--- src/design/cddr_pkg.sv ---
package cddr_pkg;

  localparam int unsigned CELL_CAPACITY = 16384;
  localparam int unsigned IDX_W         = $clog2(CELL_CAPACITY);
  localparam int unsigned CNT_W         = IDX_W + 1;
  localparam int unsigned RANGE_LIMIT   = 64;
  localparam int unsigned RTOT_W        = 7;

  localparam int unsigned IN_TDATA_W    = 96;
  localparam int unsigned OUT_TDATA_W   = 48;
  localparam int unsigned CFG_DATA_W    = 16;

  localparam int unsigned FIFO_DEPTH    = 4;
  localparam int unsigned FIFO_PTR_W    = $clog2(FIFO_DEPTH);
  localparam int unsigned FIFO_CNT_W    = FIFO_PTR_W + 1;
  localparam int unsigned MAX_RESULTS   = 3;

  localparam logic [15:0]       BRIGHT_THR_RST = 16'd131;
  localparam logic [9:0]        RANGE_GAP_RST  = 10'd16;
  localparam logic [RTOT_W-1:0] MAX_RANGES_RST = 7'd64;

  typedef enum logic [1:0] {
    CFG_BRIGHT_THR = 2'd0,
    CFG_RANGE_GAP  = 2'd1,
    CFG_MAX_RANGES = 2'd2
  } cfg_index_e;

  typedef enum logic {
    KIND_RANGE   = 1'b0,
    KIND_SUMMARY = 1'b1
  } result_kind_e;

  // flags: bit0 selected, bit1 own color, bit2 quiet
  typedef struct packed {
    logic [15:0] glyph;
    logic [15:0] prev_glyph;
    logic [31:0] birth;
    logic [15:0] bright;
    logic [2:0]  flags;
    logic [23:0] rgb;
  } shadow_entry_t;

  typedef struct packed {
    logic             changed;
    logic             last;
    logic             freset;
    logic [IDX_W-1:0] idx;
  } cell_event_t;

  typedef struct packed {
    result_kind_e     kind;
    logic [IDX_W-1:0] first_index;
    logic [IDX_W-1:0] last_index;
    logic             full_upload;
    logic [CNT_W-1:0] dirty_count;
    logic             end_of_run;
  } result_t;

endpackage

--- src/design/cddr_res_fifo.sv ---
module cddr_res_fifo
  import cddr_pkg::*;
(
  input  logic                  clk_i,
  input  logic                  rst_ni,
  input  result_t               push_i [MAX_RESULTS],
  input  logic [1:0]            push_n_i,
  output logic [FIFO_CNT_W-1:0] count_o,
  output logic                  valid_o,
  input  logic                  ready_i,
  output result_t               data_o
);

  result_t                entries_q [FIFO_DEPTH];
  logic [FIFO_PTR_W-1:0]  wr_ptr_q, rd_ptr_q;
  logic [FIFO_CNT_W-1:0]  count_q;
  logic                   pop;

  assign valid_o = (count_q != '0);
  assign pop     = valid_o && ready_i;
  assign data_o  = entries_q[rd_ptr_q];
  assign count_o = count_q;

  always_ff @(posedge clk_i) begin
    for (int j = 0; j < MAX_RESULTS; j++) begin
      if (2'(j) < push_n_i) begin
        entries_q[wr_ptr_q + FIFO_PTR_W'(j)] <= push_i[j];
      end
    end
  end

  always_ff @(posedge clk_i or negedge rst_ni) begin
    if (!rst_ni) begin
      wr_ptr_q <= '0;
      rd_ptr_q <= '0;
      count_q  <= '0;
    end else begin
      wr_ptr_q <= wr_ptr_q + FIFO_PTR_W'(push_n_i);
      rd_ptr_q <= rd_ptr_q + FIFO_PTR_W'(pop);
      count_q  <= count_q + FIFO_CNT_W'(push_n_i) - FIFO_CNT_W'(pop);
    end
  end

  assert property (@(posedge clk_i) disable iff (!rst_ni)
    count_q <= FIFO_CNT_W'(FIFO_DEPTH))
    else $error("result queue overfilled");

  assert property (@(posedge clk_i) disable iff (!rst_ni)
    (push_n_i != 2'd0) |-> (count_q <= FIFO_CNT_W'(FIFO_DEPTH - MAX_RESULTS)))
    else $error("results pushed without room for a full step");

endmodule

--- config.mk ---
export PLATFORM = sky130hd
export DESIGN_NAME = cddr_res_fifo
export DESIGN_NICKNAME = d
export VERILOG_FILES = /design/src/design/cddr_pkg.sv /design/src/design/cddr_res_fifo.sv
export SDC_FILE = /design/constraint.sdc
export NUM_CORES = 1
export LEC_CHECK = 0
export BUFFER_PORTS_ARGS = -buffer_cell sky130_fd_sc_hd__buf_2
export CAP_MARGIN = 20
export CORE_MARGIN = 2
export CORE_UTILIZATION = 37
export CTS_CLUSTER_DIAMETER = 120
export DETAILED_ROUTE_END_ITERATION = 6
export PLACE_DENSITY = 0.62
export SLEW_MARGIN = 20
export SYNTH_ARGS = -nofsm -noshare
export SYNTH_HDL_FRONTEND = slang
export SYNTH_SLANG_ARGS = --single-unit
--- constraint.sdc ---
create_clock -name clk_i -period 6.6 [get_ports clk_i]
set_clock_uncertainty 0.05 [all_clocks]
set_input_delay 0.33 -clock clk_i [delete_from_list [all_inputs] [get_ports clk_i]]
set_output_delay 0.33 -clock clk_i [all_outputs]
set_load 0.02 [all_outputs]
; ---- Yosys cells after proc, flatten, opt, wreduce, memory -nomap -nowiden
; Memory sizes are Yosys's and may differ from the RTL's.
; Cells that the tools add are included.
[totals]
register_bits = 7
mem_bits_rw = 184
input_bits = 143
wordCells = 21
n_memories = 1
[classes]
n_addsub = 6
order_cmp = 3
mux = 6
n_reduce_logical = 2
[mem_list]
columns = name, depth, width, rd, rd_ports_with_merged_regs, write_ports, line
row1 = entries_q, 4, 46, 1, 0, 3, cddr_res_fifo.sv:14  ; result_t entries_q [FIFO_DEPTH];
[ops]
columns = cell, n
row1 = $mux W1, 6
row2 = $lt A1 B2 Y1 const A, 2
row3 = $add A3 B2 Y3, 1
row4 = $reduce_bool A3 Y1, 1
row5 = $sub A3 B1 Y3, 1
row6 = $add A2 B1 Y2, 1
row7 = $add A2 B1 Y2 const B, 1
row8 = $add A2 B2 Y2, 1
row9 = $add A2 B2 Y2 const B, 1
row10 = $lt A2 B2 Y1 const A, 1
row11 = $logic_and A1 B1 Y1, 1

; ---- Logic depth before layout (Yosys ltp)
[logic_depth]
depth_word = 3
mapped_depth = 8
ltp_nobuf = 7

; ---- Least setup slack after synthesis
; Ideal clock, no wire load.
[synth_path]
path_kind = input to register
start = input push_n_i[1]
end = memory entries_q[0][0] in the netlist's numbering, enable pin
setup_ns = 0.519
arrival_time_ns = 4.173
path_slack_ns = 1.858
stages = 4
path_cell_list = buf_4 buf_6 o21ai_0 a211oi_1
[synth_rtl]
columns = element, line
row1 = "start, declared", cddr_res_fifo.sv:7  ; input logic [1:0] push_n_i,
row2 = "end, declared", cddr_res_fifo.sv:14

==> metrics.md <==
| Metric | Value |
|---|---|
| Status | finished, final reports clean |
| Vias | a little over 9000 |
| Highest-delay cell along the critical path | dfrtp_4 |
| Post-synthesis sequential area ratio | between 50% and 60% |
| Unrepaired setup endpoints after global routing | false |
| Root Buffer | clkbuf_16 |
| Total CTS buffers | 17 |
| Die Height | approximately 180 um |
| Synth Net Count | 1254 |
| Post-route setup slack | 3.585 ns |
| Clock slew at reported path FFs | 0.08 ns |
| Crit-path cells | buf_4, mux4_2, buf_2 |
| Largest net degree at the start of global routing | 93 |
| Worst-Margin Slew | 1.092 ns |
| HP Class | input port to register |
| WP buf/inv | 2 |
| Resized cells post-CTS | 0 |
| Synth cell types | 34 |
| Layout cells sized above 1 | 24.03% |
| Reg area | about 0.0057 mm^2 |
| Post-synth top area cell | edfxtp_1 |
| Final setup viols | 0 |
| Die ar. | about 0.031 mm^2 |
| H-tree depth | 4 |
| Leak | approximately 5.0 nW |
| Critical path launch point type | register |
| Cells after Synth | 1107 |
| Cell Area, Synth | roughly 0.011 mm^2 |
| Top cells by area, synth | edfxtp_1 (50%), nand2_1 (13%), a31oi_1 (10%) |
| Setup bufs post-CTS | 0 |
| Final WL | 34010 um |
| TritonCTS Sinks | 191 |
| # port buffers | 192 |
| Top Ports | just under 200 |
| Final period util | 45.69% |
| Post-layout nets | ~1400 |
| Via/cell ratio | 5.616 |
| Starting Density | between 30% and 40% |
| Post-synthesis sequential element count | ~190 |
| FILL cells | 2752 |
| First-pass GRT wire length | a little over 50000 um |
| Setup Slack @ Placement | around 3.9 ns |
| Critical path data arrival time | around 2.6 ns |
| Vias in the first global route | between 8000 and 9000 |
| Slew Viols, Final | 0 |
| Routability cong. | slightly below 0.8 |
| Pwr dens | ~470 mW/mm^2 |
| Placed cell count | about 1600 |
| Initial drt markers | between 900 and 1000 |
| Total GRT Usage | 21.75% |
| Final Hold Vio Count | 0 |
| Wire per inst | around 21 um |
| Final global-route overflow total | 0 |
| DRC viols | 0 |
| Post-DP HPWL | roughly 20000 um |
| Worst skew pair latency | between 0.4 and 0.5 ns |
| Max_slew headroom | 27.21% |
| Setup TNS | 0 ns |
| Crit path required time | between 6 and 7 ns |
| Router iterations before antenna repair | 5 |
| Worst Setup End Kind | primary output |
| Antenna-violating nets left | 0 |
| Ys Warns | 0 |
| Core area | 0.02940 mm^2 |
| Clk buf depth | 2 |
| Post-synthesis average cell area | slightly below 10 um^2 |
| Die X | between 150 and 200 um |
| Antenna violations before repair | 15 |
| Final Util | between 40% and 50% |
| Fmax | around 0.33 GHz |
| VDD IR max | approximately 0.00021 V |
| Worst path max stage delay | between 0.6 and 0.7 ns |
| Cell family with most CP delay | buffers and inverters |
| Area added between synthesis and finish | 14.81% |
| Fin cells | 1655 |
| Maximum fanout along the worst path | 32 |
| Final critical-path required period | approximately 3.0 ns |
| Crit path kind | register to primary output |
| Footprint of the multi-input gates | 0.004673 mm^2 |
| Site Rows | 63 |
| Number of max-cap violations | 0 |
| Synth top area share | about half |
| CTS tree | yes |
per-stage QoR:
step,cell area [um^2],hold WS (ns),power (mW)
after floorplan,10970,-0.01559,4.076
after global placement,11970,0.1244,4.849
after detailed placement,11980,0.1256,4.893
after CTS,12570,0.1337,5.932
after global routing,12580,0.1720,6.188
final,12590,0.1411,5.897
per-layer routing:
layer / up-vias / wire length [um] / global-route usage, %
li1: 4257 / - / -
met5: - / 88 / 0
met4: 14 / 805 / 7.472
met3: 79 / 3082 / 5.383
met1: 4479 / 13700 / 27.65
met2: 465 / 16340 / 36.29
registers in the layout, indices dropped and copies added, names as in the netlist:
signal,count
entries_q,184
count_o,3
wr_ptr_q,2
rd_ptr_q,2
power by group:
part / total, mW / internal, mW / leakage (nW) / switching (mW)
logic: 2.58 / 0.948 / 2.81 / 1.63
clock network: 1.06 / 0.570 / 0.289 / 0.488
registers: 2.26 / 2.04 / 1.85 / 0.214
total: 5.90 / 3.56 / 4.96 / 2.34
layout make-up:
class	count	area share, %
Tap cell	390	3.875
Clock buffer	19	3.438
Timing Repair Buffer	211	8.783
Clock inverter	13	1.212
Sequential cell	191	45.31
Inverter	4	0.1192
Multi-Input combinational cell	819	37.11
Antenna cell	8	0.1590
final timing paths:
path	from	endpoint	slack, ns	cells after the start
max	rd_ptr_q[0]	data_o[0]	3.58	3
min	ready_i	rd_ptr_q[1]	0.14	3
max reg2reg	wr_ptr_q[1]	entries_q[2][13]	3.85	4
min reg2reg	count_o[2]	count_o[2]	0.45	1
max in group asynchronous	rst_ni	rd_ptr_q[0]	6.14	2
min in group asynchronous	rst_ni	count_o[0]	0.19	2
cells in the final DEF, fill, tap and decap left out, drive strengths merged:
master	instances
a211oi	1
a21o	1
a21oi	2
a31oi	184
and3	1
and3b	2
buf	210
bufinv	2
clkbuf	19
clkinv	4
dfrtp	7
diode	8
dlygate4sd3	1
edfxtp	184
fa	1
ha	3
inv	11
mux2i	1
mux4	46
nand2	369
nand3	3
nand3b	2
nand4	1
nand4b	2
nand4bb	1
nor2	185
nor2b	1
nor3b	1
o21ai	3
or2	1
or3	1
or3b	1
xnor2	6
tightest hold or removal path, cell delays in order:
cell and delay (ns):
buf_2 0.12, nand3_1 0.09, xnor2_1 0.06
synth_stat cells (all sizes together):
cell type / number
a21oi: 2
a211oi: 1
a31oi: 184
inv: 4
nand2: 369
edfxtp: 184
nand4bb: 1
dfrtp: 7
ha: 3
nand3: 3
buf: 88
fa: 1
or2: 1
or3b: 1
or3: 1
mux2i: 1
nand4b: 2
and3: 1
nor2: 185
nor3b: 1
clkbuf: 5
a21o: 1
mux4: 46
xnor2: 6
nand4: 1
nor2b: 1
nand3b: 2
o21ai: 3
and3b: 2
repair_timing:
item,4_1_cts,5_1_grt
hold endpoints to repair,7,0
hold buffers,1,0
setup endpoints to repair,0,0
cells by family (layout without fill, tap and decap cells):
kind of cell	Yosys count	count (layout)	synth area share (%)
muxes	47	47	9.536
buffers and inverters	97	247	6.285
adders and majority gates	4	4	0.5247
DFF	191	191	51.97
xor gates and xnor gates	6	6	0.4791
AOI/OAI and AO/OA	191	191	10.92
other	0	8	0
and+or+nand+nor	571	571	20.29
(Power assumes the default switching activity.)
