### src/design/cddr_pkg.sv
package cddr_pkg;

  localparam int unsigned CELL_CAPACITY = 16384;
  localparam int unsigned IDX_W         = $clog2(CELL_CAPACITY);
  localparam int unsigned CNT_W         = IDX_W + 1;
  localparam int unsigned RANGE_LIMIT   = 64;
  localparam int unsigned RTOT_W        = 7;

  localparam int unsigned IN_TDATA_W    = 96;
  localparam int unsigned OUT_TDATA_W   = 48;
  localparam int unsigned CFG_DATA_W    = 16;

  localparam int unsigned FIFO_DEPTH    = 4;
  localparam int unsigned FIFO_PTR_W    = $clog2(FIFO_DEPTH);
  localparam int unsigned FIFO_CNT_W    = FIFO_PTR_W + 1;
  localparam int unsigned MAX_RESULTS   = 3;

  localparam logic [15:0]       BRIGHT_THR_RST = 16'd131;
  localparam logic [9:0]        RANGE_GAP_RST  = 10'd16;
  localparam logic [RTOT_W-1:0] MAX_RANGES_RST = 7'd64;

  typedef enum logic [1:0] {
    CFG_BRIGHT_THR = 2'd0,
    CFG_RANGE_GAP  = 2'd1,
    CFG_MAX_RANGES = 2'd2
  } cfg_index_e;

  typedef enum logic {
    KIND_RANGE   = 1'b0,
    KIND_SUMMARY = 1'b1
  } result_kind_e;

  // flags: bit0 selected, bit1 own color, bit2 quiet
  typedef struct packed {
    logic [15:0] glyph;
    logic [15:0] prev_glyph;
    logic [31:0] birth;
    logic [15:0] bright;
    logic [2:0]  flags;
    logic [23:0] rgb;
  } shadow_entry_t;

  typedef struct packed {
    logic             changed;
    logic             last;
    logic             freset;
    logic [IDX_W-1:0] idx;
  } cell_event_t;

  typedef struct packed {
    result_kind_e     kind;
    logic [IDX_W-1:0] first_index;
    logic [IDX_W-1:0] last_index;
    logic             full_upload;
    logic [CNT_W-1:0] dirty_count;
    logic             end_of_run;
  } result_t;

endpackage

### src/design/cddr_range_trk.sv
module cddr_range_trk
  import cddr_pkg::*;
(
  input  logic              clk_i,
  input  logic              rst_ni,
  input  logic              step_i,
  input  cell_event_t       evt_i,
  input  logic [9:0]        range_gap_i,
  input  logic [RTOT_W-1:0] max_ranges_i,
  output result_t           res_o [MAX_RESULTS],
  output logic [1:0]        res_n_o
);

  logic             open_q, open_d;
  logic [IDX_W-1:0] start_q, start_d;
  logic [IDX_W-1:0] end_q, end_d;
  logic [RTOT_W-1:0] total_q, total_d;
  logic             ff_q, ff_d;
  logic [CNT_W-1:0] ct_q, ct_d;

  logic [RTOT_W-1:0] limit;
  logic              gap_close, emit0, emit1;
  logic              open1, ff1, ff2;
  logic [IDX_W-1:0]  start1, end1;
  logic [RTOT_W-1:0] total1;
  logic [CNT_W-1:0]  ct1;
  result_t           cand [MAX_RESULTS];
  logic [MAX_RESULTS-1:0] emit;

  always_comb begin
    limit = (max_ranges_i < RTOT_W'(RANGE_LIMIT)) ? max_ranges_i : RTOT_W'(RANGE_LIMIT);

    // a changed cell too far past the open range closes it first
    gap_close = evt_i.changed && open_q &&
                ({1'b0, evt_i.idx} > ({1'b0, end_q} + CNT_W'(range_gap_i)));
    emit0  = gap_close && (total_q < limit);
    ff1    = ff_q || evt_i.freset || (gap_close && !emit0);
    total1 = emit0 ? total_q + RTOT_W'(1) : total_q;
    open1  = open_q || evt_i.changed;
    start1 = (evt_i.changed && (!open_q || gap_close)) ? evt_i.idx : start_q;
    end1   = evt_i.changed ? evt_i.idx : end_q;
    ct1    = (evt_i.changed && (ct_q < CNT_W'(CELL_CAPACITY))) ? ct_q + CNT_W'(1) : ct_q;

    // last cell flushes whatever range is still open
    emit1 = evt_i.last && open1 && (total1 < limit);
    ff2   = ff1 || (evt_i.last && open1 && !(total1 < limit));

    cand[0] = '{kind: KIND_RANGE, first_index: start_q, last_index: end_q,
                full_upload: 1'b0, dirty_count: '0, end_of_run: !evt_i.last};
    cand[1] = '{kind: KIND_RANGE, first_index: start1, last_index: end1,
                full_upload: 1'b0, dirty_count: '0, end_of_run: 1'b0};
    cand[2] = '{kind: KIND_SUMMARY, first_index: '0, last_index: '0,
                full_upload: ff2,
                dirty_count: ff2 ? ({1'b0, evt_i.idx} + CNT_W'(1)) : ct1,
                end_of_run: 1'b1};
    emit = {evt_i.last, emit1, emit0};
  end

  // pack emitted results to the front
  always_comb begin
    logic [1:0] k;
    k = '0;
    for (int j = 0; j < MAX_RESULTS; j++) begin
      res_o[j] = cand[j];
    end
    for (int j = 0; j < MAX_RESULTS; j++) begin
      if (emit[j]) begin
        res_o[k] = cand[j];
        k = k + 2'd1;
      end
    end
    res_n_o = k;
  end

  always_comb begin
    if (evt_i.last) begin
      open_d  = 1'b0;
      start_d = '0;
      end_d   = '0;
      total_d = '0;
      ff_d    = 1'b0;
      ct_d    = '0;
    end else begin
      open_d  = open1;
      start_d = start1;
      end_d   = end1;
      total_d = total1;
      ff_d    = ff1;
      ct_d    = ct1;
    end
  end

  always_ff @(posedge clk_i or negedge rst_ni) begin
    if (!rst_ni) begin
      open_q  <= 1'b0;
      start_q <= '0;
      end_q   <= '0;
      total_q <= '0;
      ff_q    <= 1'b0;
      ct_q    <= '0;
    end else if (step_i) begin
      open_q  <= open_d;
      start_q <= start_d;
      end_q   <= end_d;
      total_q <= total_d;
      ff_q    <= ff_d;
      ct_q    <= ct_d;
    end
  end

endmodule

### config.mk
export PLATFORM = sky130hd
export DESIGN_NAME = cddr_range_trk
export DESIGN_NICKNAME = d
export VERILOG_FILES = /design/src/design/cddr_pkg.sv /design/src/design/cddr_range_trk.sv
export SDC_FILE = /design/constraint.sdc
export NUM_CORES = 1
export LEC_CHECK = 0
export ABC_AREA = 1
export ABC_CLOCK_PERIOD_IN_PS = 19000
export BUFFER_PORTS_ARGS = -buffer_cell sky130_fd_sc_hd__buf_2
export CORE_MARGIN = 3
export CORE_UTILIZATION = 41
export DETAILED_ROUTE_END_ITERATION = 8
export GPL_TIMING_DRIVEN = 0
export PLACE_DENSITY_LB_ADDON = 0.15
export RECOVER_POWER = 100
export SETUP_SLACK_MARGIN = 0.15
export SLEW_MARGIN = 40
export SYNTH_ARGS = -nofsm -noshare
export SYNTH_HDL_FRONTEND = slang
export SYNTH_SLANG_ARGS = --single-unit
### constraint.sdc
create_clock -name clk_i -period 19 [get_ports clk_i]
set_input_delay 3.8 -clock clk_i [delete_from_list [all_inputs] [get_ports clk_i]]
set_output_delay 3.8 -clock clk_i [all_outputs]
set_load 0.05 [all_outputs]
# Yosys cells after proc, flatten, opt, wreduce, memory -nomap -nowiden
# Index checks and enable logic that the tools add are counted.
[word_totals]
register_bits = 52
latchBits = 0
ram_bits = 0
romBits = 0
wordCells = 66
n_memories = 0
[op_classes]
addsub = 6
n_mul = 0
n_div = 0
n_lt_le_gt_ge = 9
eq_ne = 0
n_shift = 0
mux = 23
n_bitwise = 2
n_reduce_logical = 20
[op_table]
columns = ["operator", "n"]
rows = [
  ["bitwise mux 138 bit", 2],
  ["2-to-1 mux 138 bit", 2],
  ["demux 46 bit (select 2 bit)", 2],
  ["2-to-1 mux 46 bit", 2],
  ["2-to-1 mux 14 bit", 4],
  ["2-to-1 mux 15 bit", 3],
  ["2-to-1 mux 7 bit", 3],
  ["adder 14 x 1 -> 15 bit, second input constant", 1],
  ["adder 14 x 10 -> 15 bit", 1],
  ["adder 15 x 1 -> 15 bit, second input constant", 1],
  ["greater-than comparator 14 x 15 -> 1 bit", 1],
  ["< comparator 15 bit, second input constant", 1],
  ["< comparator 7 bit", 2],
  ["logical AND 1 bit", 11],
  ["adder 7 x 1 -> 7 bit, second input constant", 1],
  ["< comparator 7 bit, second input constant", 1],
  [">= comparator 3 bit, second input constant", 2],
  ["< comparator 3 x 1 -> 1 bit, second input constant", 2],
  ["NOT 2 -> 3 bit", 2],
  ["logical OR 1 bit", 5],
  ["adder 2 x 1 -> 2 bit, second input constant", 2],
  ["logical NOT 1 bit", 4],
  ["2-to-1 mux 2 bit", 2],
  ["2-to-1 mux 1 bit", 3],
]

# Logic depth before layout (Yosys ltp)
# Gate-level depths: netlist of run 1.
[depth]
ltp_word = 15
mapped_depth = 41
mapped_depth_nobuf = 39

# Worst setup path before layout of run 1
# OpenSTA, ideal clock, no wires.
[synth_path]
path_kind = "input-to-output"
from = "input port range_gap_i[2]"
to = "output port res_o[83] in the netlist's numbering"
arrival_ns = 9.600
t_required_ns = 15.200
setup_slack_ns = 5.600
cell_stages = 39
n_path_buf = 1
cell_sequence = "ha_1 nand3_1 nand2_1 a21oi_1 o21bai_1 a21oi_1 o21bai_1 nand2_1 nand2_1 nand2_1 nand2_1 nand2_1 nand2_1 nand2_1 nor2_1 xor2_1 ha_1 nand4_1 (+3 left out) nand2_2 nand3_4 inv_2 nand2_1 nor3_1 nand3_1 xor2_1 inv_1 ha_1 nand2_1 nor2_1 a211oi_1 nand3_1 ha_1 nand2_1 inv_1 clkbuf_1 nor2_1"
[synth_rtl]
columns = ["element", "line", "source"]
rows = [
  ["start, declared", "cddr_range_trk.sv:8", "input logic [9:0] range_gap_i,"],
  ["end, declared", "cddr_range_trk.sv:10", "output result_t res_o [MAX_RESULTS],"],
]

==> reports/metrics.yaml, run 1 <==
power_and_ir_drop:
  switching_share_pct: 52.9
  peakVddDrop_uv: 33.8
  p_clk_share_pct: 19.4
  power_switching_w: 0.000262
  seq_power_share_pct: 24.3
  internal_power_w: 0.000234
  leakagePower_nw: 3.63
  pwr-share-comb_pct: 56.4
  power.density_nw_per_um2: 75.7
clock_network:
  postCtsResizedCells: 0
  cts_max_path_buffers: 2
  htreeDepth: 2
  hold_buffers: 0
  numCtsBuffers: 5
  clockRootBuffer: "clkbuf_16"
  insertion_delay_ns: 0.30
  post-cts-setup-buffer-count: 0
  clkTransAtPathRegs_ns: 0.07
  cts_sinks: 52
  cts_tree: "done"
place:
  placed_cells: 1209
  dpl_cell_area_um2: 6580
  io_buffers: 146
  dp_hpwl_mm: 13.1
  gp_congestion: 0.863
timing:
  rsz0062_at_grt: "false"
  slew_viol_final: 53
  min_period_ns: 14.78
  hold_slack_ns: 0.542
  hold_viol: 0
  slew-limit-headroom_pct: -103
  worstMarginPinSlew_ns: 3.05
  fin_tns_setup_ns: 0
  setup_viol: 0
  final.period_utilization_pct: 77.8
  clock.fmax_ghz: 0.0676
  fin_skew_ns: 0.00686
floorplan:
  ioPinCount: 177
  start_util_pct: 42.9
  dieArea_um2: 14900
  num_rows: 41
  die_y_um: 122
  die_x_um: 122
  core_area_um2: 12900
global_routing:
  grt_pass1_wl_mm: 26.2
  grt_start_max_net_pins: 53
  overflow: 0
  grtUsageTotal_pct: 22.2
  antenna_found_initial: 0
  grt_pass1_vias: 5153
drt:
  vias_per_cell: 4.75
  drt_iter0_markers: 492
  firstDrtPassIters: 5
  drc: 0
  avgRoutedWirePerCell_um: 13.9
  vias: 5783
  drt-total-wl_mm: 16.9
  antenna_left: 0
worst_setup_path:
  cpLargestDelayFamily: "simple AND/OR/NAND/NOR gates"
  r2r_slack_ns: 14.42
  crit_slowest_cell: "clkbuf_1"
  cp-start-kind: "primary input"
  critPathRequiredTime_ns: 15.20
  crit_buf_inv: 5
  cp-end-kind: "output pin"
  cp_max_fo: 10
  setup.worst_path.class: "primary input to output pin"
  slowest_delay_ns: 0.57
  crit_top_cell: "nand2_1"
  arrival_ns: 10.98
yosys:
  yosysTopAreaCell: "dfrtp_1"
  synth_common_cells: "178 x nand2_1, 140 x inv_1, 137 x nor2_1"
  synth_edf_count: 0
  netlist_instances: 863
  synthesis.area_um2: 5530
  yosys-top-cells-area: "dfrtp_1 24%, nand2_1 12%, inv_1 9.5%, nor2_1 9.3%, ha_1 9.3%"
  syn_area_per_cell_um2: 6.40
  synth.most_common_cell: "nand2_1"
  synth_ff_type: "dfrtp_1"
  ys_seq_area_share_pct: 23.6
  synth.top_cell.area_share_pct: 23.6
  async_flop_share_pct: 100
  ys_seq_elements: 52
  netlist-cell-type-count: 37
  yosys_warnings: 0
outcome:
  violations: "capacitance limit, slew limit"
  status: "finished, violations left"
worst_hold_path:
  hold_class: "register to register"
final_layout:
  num_antenna_cells: 0
  syn_to_final_growth_pct: 18.6
  drive_gt1_share_pct: 11.5
  register_area_um2: 1300
  fillers: 1421
  fin_area_um2: 6550
  final_cell_count_no_fill: 1217
  multi_input_comb_area_um2: 3250
  nets: 1123
run:
  cap_violations: 1
[layer usage]
| metal | GRT usage [%] | vias up | wire, µm | part of all wire [%] |
|---|---|---|---|---|
| met5 | 0 | - | 0 | 0 |
| met4 | 3.01 | 0 | 138 | 0.82 |
| met1 | 33.1 | 2573 | 8290 | 49 |
| li1 | - | 2987 | - | - |
| met2 | 35.0 | 213 | 7080 | 42 |
| met3 | 3.39 | 10 | 1400 | 8.3 |
[path summary, 6_finish.rpt]
kind,start,to,cells after the start
min reg2reg,total_q[6]$_DFFE_PN0P_,total_q[6]$_DFFE_PN0P_,2
min,total_q[6]$_DFFE_PN0P_,total_q[6]$_DFFE_PN0P_,2
min in group asynchronous,rst_ni,start_q[9]$_DFFE_PN0P_,1
max in group asynchronous,rst_ni,end_q[5]$_DFFE_PN0P_,1
max reg2reg,end_q[2]$_DFFE_PN0P_,total_q[6]$_DFFE_PN0P_,29
max,range_gap_i[2],res_o[135],40
[cell usage in the layout (no fill, tap or decap), drive strengths merged]
master,synthesis,routed
nor2,137,137
o21ai,41,41
and2,1,1
nand3,36,36
a31oi,2,2
clkinv,1,1
ha,41,41
o21bai,2,2
xor2,32,32
nor4,3,3
dfrtp,52,52
o22ai,45,45
nand2,201,201
nor3b,1,1
a41oi,1,1
a211oi,1,1
nand4,4,4
nand3b,1,1
fa,1,1
a21oi,19,19
xnor2,7,7
buf,60,94
clkbuf,19,138
nor3,12,12
conb,2,30
inv,141,141
clkinvlp,0,1
[power by group through the flow]
stage / Clock (W) / Sequential, W / Combinational [W]
global placement: 0 / 0.000122 / 0.000285
CTS: 0.0000978 / 0.000120 / 0.000287
floorplan: 0 / 0.000122 / 0.000224
detailed placement: 0 / 0.000122 / 0.000287
finish: 0.0000960 / 0.000120 / 0.000280
global route: 0.000102 / 0.000121 / 0.000304
[sequential cells by signal, summed over array words and instances, names as in the netlist]
signal,count
ct_q,15
open_q,1
start_q,14
total_q,7
ff_q,1
end_q,14
[through the flow]
stage	utilization (%)	total power [W]	worst slack, ns
floorplan	-	0.000346	5.60
global placement	51.1	0.000408	4.78
detailed placement	51.1	0.000409	4.77
CTS	52.3	0.000506	4.73
global route	50.9	0.000527	3.55
finish	50.9	0.000496	4.22
[worst min-delay path: cells and delay by family, from the launching register on]
kind	cells	cell delay, ns
flops	1	0.39
simple gates	1	0.06
compound gates	1	0.06
[cell families (layout without fill, tap and decap cells)]
kind of cell | after synthesis | in the layout | share of synthesized area [%]
other cells | 2 | 30 | 0.136
flops | 52 | 52 | 23.6
xor+xnor | 39 | 39 | 6.18
simple gates | 396 | 396 | 30.2
compound gates | 111 | 111 | 11.5
buf+inv | 221 | 375 | 18.8
fa+ha+maj | 42 | 42 | 9.65
[layout make-up]
class	count	area share, %
buffer	79	7.68
multi-input combinational	618	49.7
clock inverter	1	0.115
sequential	52	19.9
clock buffer	7	2.18
inverter	142	8.13
timing repair buffer	146	9.09
tap	172	3.28
No activity file was read; power rests on OpenSTA's default activity.
==> run 2: changes to the inputs <==
--- a/config.mk
+++ b/config.mk
@@ -5,8 +5,8 @@
 export SDC_FILE = /design/constraint.sdc
 export NUM_CORES = 1
 export LEC_CHECK = 0
-export ABC_AREA = 1
-export ABC_CLOCK_PERIOD_IN_PS = 19000
+export ABC_AREA = 0
+export ABC_CLOCK_PERIOD_IN_PS = 15000
 export BUFFER_PORTS_ARGS = -buffer_cell sky130_fd_sc_hd__buf_2
 export CORE_MARGIN = 3
 export CORE_UTILIZATION = 41
==> constraint.sdc (replaced) <==
create_clock -name clk_i -period 15 [get_ports clk_i]
set_input_delay 3 -clock clk_i [delete_from_list [all_inputs] [get_ports clk_i]]
set_output_delay 3 -clock clk_i [all_outputs]
set_load 0.05 [all_outputs]
==> run 2 against run 1 <==
  * Wire length grew 10%
  * The flow still finishes with violations (capacitance limit, slew limit)
  * Largest cell class unchanged
  * Sequential cell count is the same
  * Core utilization shrank 1.3 points
  * Sequential power grew 55%
  * Critical path depth shrank 6
  * Clock skew shrank 0.0038 ns
  * Combinational power grew 90%
  * Area after synthesis grew 6.9%
  * Die area grew 6.6%
  * First-iteration DRC count shrank 10%
  * Register-to-register slack lost 4.2 ns
==> reports/metrics.yaml, run 2 <==
yosys:
  yosysTopAreaCell: "dfrtp_1"
  syn_area_per_cell_um2: 7.51  # +17%
  synth_top_family_by_area: "simple AND/OR/NAND/NOR gates"
  async_flop_share_pct: 100  # unchanged
  ys_seq_elements: 52  # unchanged
  synth_ff_type: "dfrtp_1"
  netlist-cell-type-count: 55  # +49%
  muxShareOfSynthArea_pct: 9.87  # +9.9 points
  synthesis.area_um2: 5910  # +6.9%
  netlist_instances: 787  # -8.8%
  yosys-top-cells-area: "dfrtp_1 22%, mux2i_1 9.5%, ha_1 8.7%, nor2_1 7.6%, buf_4 6.2%"
  synth-simple-area-share_pct: 19.5  # -11 points
  synth_common_cells: "120 x nor2_1, 75 x inv_1, 61 x a21oi_1"
  yosys_warnings: 0  # unchanged
  synth.most_common_cell: "nor2_1"
  ys_seq_area_share_pct: 22.0  # -1.5 points
  synthXorXnorAreaFrac_pct: 5.78  # -0.40 points
  synth_edf_count: 0  # unchanged
  synth.top_cell.area_share_pct: 22.0  # -1.5 points
  synth_fa_ha_area_share_pct: 9.02  # -0.62 points
  synth_compound_area_share_pct: 18.7  # +7.2 points
worst_setup_path:
  cp-start-kind: "primary input"
  cp_max_fo: 10  # unchanged
  slowest_delay_ns: 0.60  # +0.03 ns
  crit_slowest_cell: "a2111oi_1"
  r2r-start: "end_q[0]$_DFFE_PN0P_"
  r2r_cells: 18  # -38%
  cp-end-kind: "output pin"
  setup.worst_path.class: "primary input to output pin"
  rr_endpoint: "start_q[8]$_DFFE_PN0P_"
  critPathRequiredTime_ns: 12.00  # -3.20 ns
  r2r_slack_ns: 10.22  # -4.20 ns
  arrival_ns: 11.02  # +0.04 ns
timing:
  rsz0062_at_grt: "false"
  clock.fmax_ghz: 0.0713
  fin_skew_ns: 0.00303  # -0.00383 ns
  hold_viol: 0  # unchanged
  fin_tns_setup_ns: 0  # unchanged
  min_period_ns: 14.02
  final.period_utilization_pct: 93.5
  slew-limit-headroom_pct: -98.9  # +4.4 points
  setup_viol: 0  # unchanged
  worstMarginPinSlew_ns: 2.98  # -0.0655 ns
  slew_viol_final: 53  # unchanged
clock_network:
  cts_max_path_buffers: 2  # unchanged
  insertion_delay_ns: 0.30  # about the same
  post-cts-setup-buffer-count: 0  # unchanged
  cts_tree: "done"
  clockRootBuffer: "clkbuf_16"
  htreeDepth: 2  # unchanged
  cts_sinks: 52  # unchanged
  clkTransAtPathRegs_ns: 0.07  # about the same
  numCtsBuffers: 5  # unchanged
  hold_buffers: 0  # unchanged
  postCtsResizedCells: 0  # unchanged
floorplan:
  die_y_um: 126  # +3.2%
  dieArea_um2: 15900  # +6.6%
  num_rows: 43  # +4.9%
  core_area_um2: 14000  # +8.6%
  ioPinCount: 177  # unchanged
  start_util_pct: 42.2  # -0.68 points
  die_x_um: 126  # +3.2%
global_routing:
  grt_start_max_net_pins: 53  # unchanged
  grt_pass1_vias: 5515  # +7.0%
  grt_pass1_wl_mm: 29.4  # +12%
  antenna_found_initial: 0  # unchanged
  overflow: 0  # unchanged
  grtUsageTotal_pct: 22.7  # +0.48 points
place:
  gp_congestion: 0.869  # +0.73%
  dp_hpwl_mm: 14.4  # +9.7%
  io_buffers: 144  # -1.4%
  placed_cells: 1139  # -5.8%
drt:
  vias: 5950  # +2.9%
  antenna_left: 0  # unchanged
  vias_per_cell: 5.19  # +9.3%
  drt-total-wl_mm: 18.6  # +10%
  avgRoutedWirePerCell_um: 16.2  # +17%
  drt_iter0_markers: 442  # -10%
  firstDrtPassIters: 5  # unchanged
  drc: 0  # unchanged
final_layout:
  syn_to_final_growth_pct: 17.4
  num_antenna_cells: 0  # unchanged
  drive_gt1_share_pct: 12.4  # +0.94 points
  largest_register_ffs: 15  # unchanged
  largestRegisters: "ct_q x15, end_q x14, start_q x14"
  fillers: 1508  # +6.1%
  post-route-util_pct: 49.6  # -1.3 points
  final_cell_count_no_fill: 1146  # -5.8%
  layout_commonest_cell: "clkbuf_1"
  mostFrequentLayoutCells: "137 x clkbuf_1, 120 x nor2_1, 75 x inv_1"
  nets: 1045  # -6.9%
  top_register: "ct_q"
power_and_ir_drop:
  power.density_nw_per_um2: 120  # +59%
  leakagePower_nw: 3.23  # -11%
  peakVddDrop_uv: 82.2  # +140%
  power_switching_w: 0.000466  # +78%
  total_power_w: 0.000833  # +68%
  seq_power_share_pct: 22.3  # -2.0 points
  internal_power_w: 0.000367  # +57%
  p_clk_share_pct: 14.0  # -5.4 points
  switching_share_pct: 56.0  # +3.1 points
  pwr-share-comb_pct: 63.7  # +7.3 points
worst_hold_path:
  hold_start: "ct_q[10]$_DFFE_PN0P_"
  hold_end: "ct_q[10]$_DFFE_PN0P_"
  hold_class: "register to register"
  hold_depth: 2  # unchanged
run:
  cap_violations: 1  # unchanged
outcome:
  status: "finished, violations left"
  violations: "capacitance limit, slew limit"
[run 2: layout make-up]
| class | count | area, µm² | share of cell area (%) |
|---|---|---|---|
| repair buffers | 144 | 596 | 8.59 |
| clock buffers | 6 | 129 | 1.86 |
| plain buffers | 100 | 599 | 8.64 |
| inverters | 76 | 285 | 4.11 |
| flip-flops and latches | 52 | 1300 | 18.8 |
| clock inverters | 1 | 5.00 | 0.0722 |
| well taps | 180 | 225 | 3.25 |
| multi-input cells | 587 | 3800 | 54.7 |
[run 2: worst max path at each step]
stage,startpoint,endpoint,slack (ns),cells past startpoint
finish,range_gap_i[0],res_o[72],0.98,34
CTS,range_gap_i[0],res_o[72],0.97,34
global placement,range_gap_i[0],res_o[72],1.01,34
floorplan,range_gap_i[0],res_o[82],2.19,31
global route,range_gap_i[0],res_o[76],0.12,34
detailed placement,range_gap_i[0],res_o[72],0.99,34
[run 2: routing by layer]
metal	track usage, %	vias to the layer above	share of wire [%]
met5	0	-	0
met4	7.44	0	2.5
met3	2.76	28	6.1
met2	36.3	217	46
met1	32.0	2709	46
li1	-	2996	-
[run 2: power groups by stage]
stage / Combinational, W / Clock, W / Sequential (W)
floorplan: 0.000434 / 0 / 0.000181
global placement: 0.000541 / 0 / 0.000187
detailed placement: 0.000543 / 0 / 0.000188
CTS: 0.000545 / 0.000118 / 0.000185
global route: 0.000574 / 0.000123 / 0.000189
finish: 0.000531 / 0.000116 / 0.000186
[run 2: critical path: cells and delay by family]
family	cells	cell delay [ns]
AOI/OAI and AO/OA	12	3.05
buffers and inverters	7	1.81
xor gates and xnor gates	2	0.26
and+or+nand+nor	8	1.33
adders and majority gates	5	1.53
[run 2: cells by family after synthesis]
| family | after synthesis |
|---|---|
| muxes | 58 |
| and+or+nand+nor | 245 |
| xor gates and xnor gates | 39 |
| other | 2 |
| AOI/OAI and AO/OA | 173 |
| DFF | 52 |
| adders and majority gates | 42 |
| buffers and inverters | 176 |
[run 2: stage by stage]
step,setup slack [ns],cell area (µm²),hold slack [ns]
6_report,0.981,6940,0.574
3_3_place_gp,1.01,6960,0.562
3_5_place_dp,0.995,6960,0.562
5_1_grt,0.120,6940,0.602
2_1_floorplan,2.19,6010,0.526
4_1_cts,0.967,7090,0.575
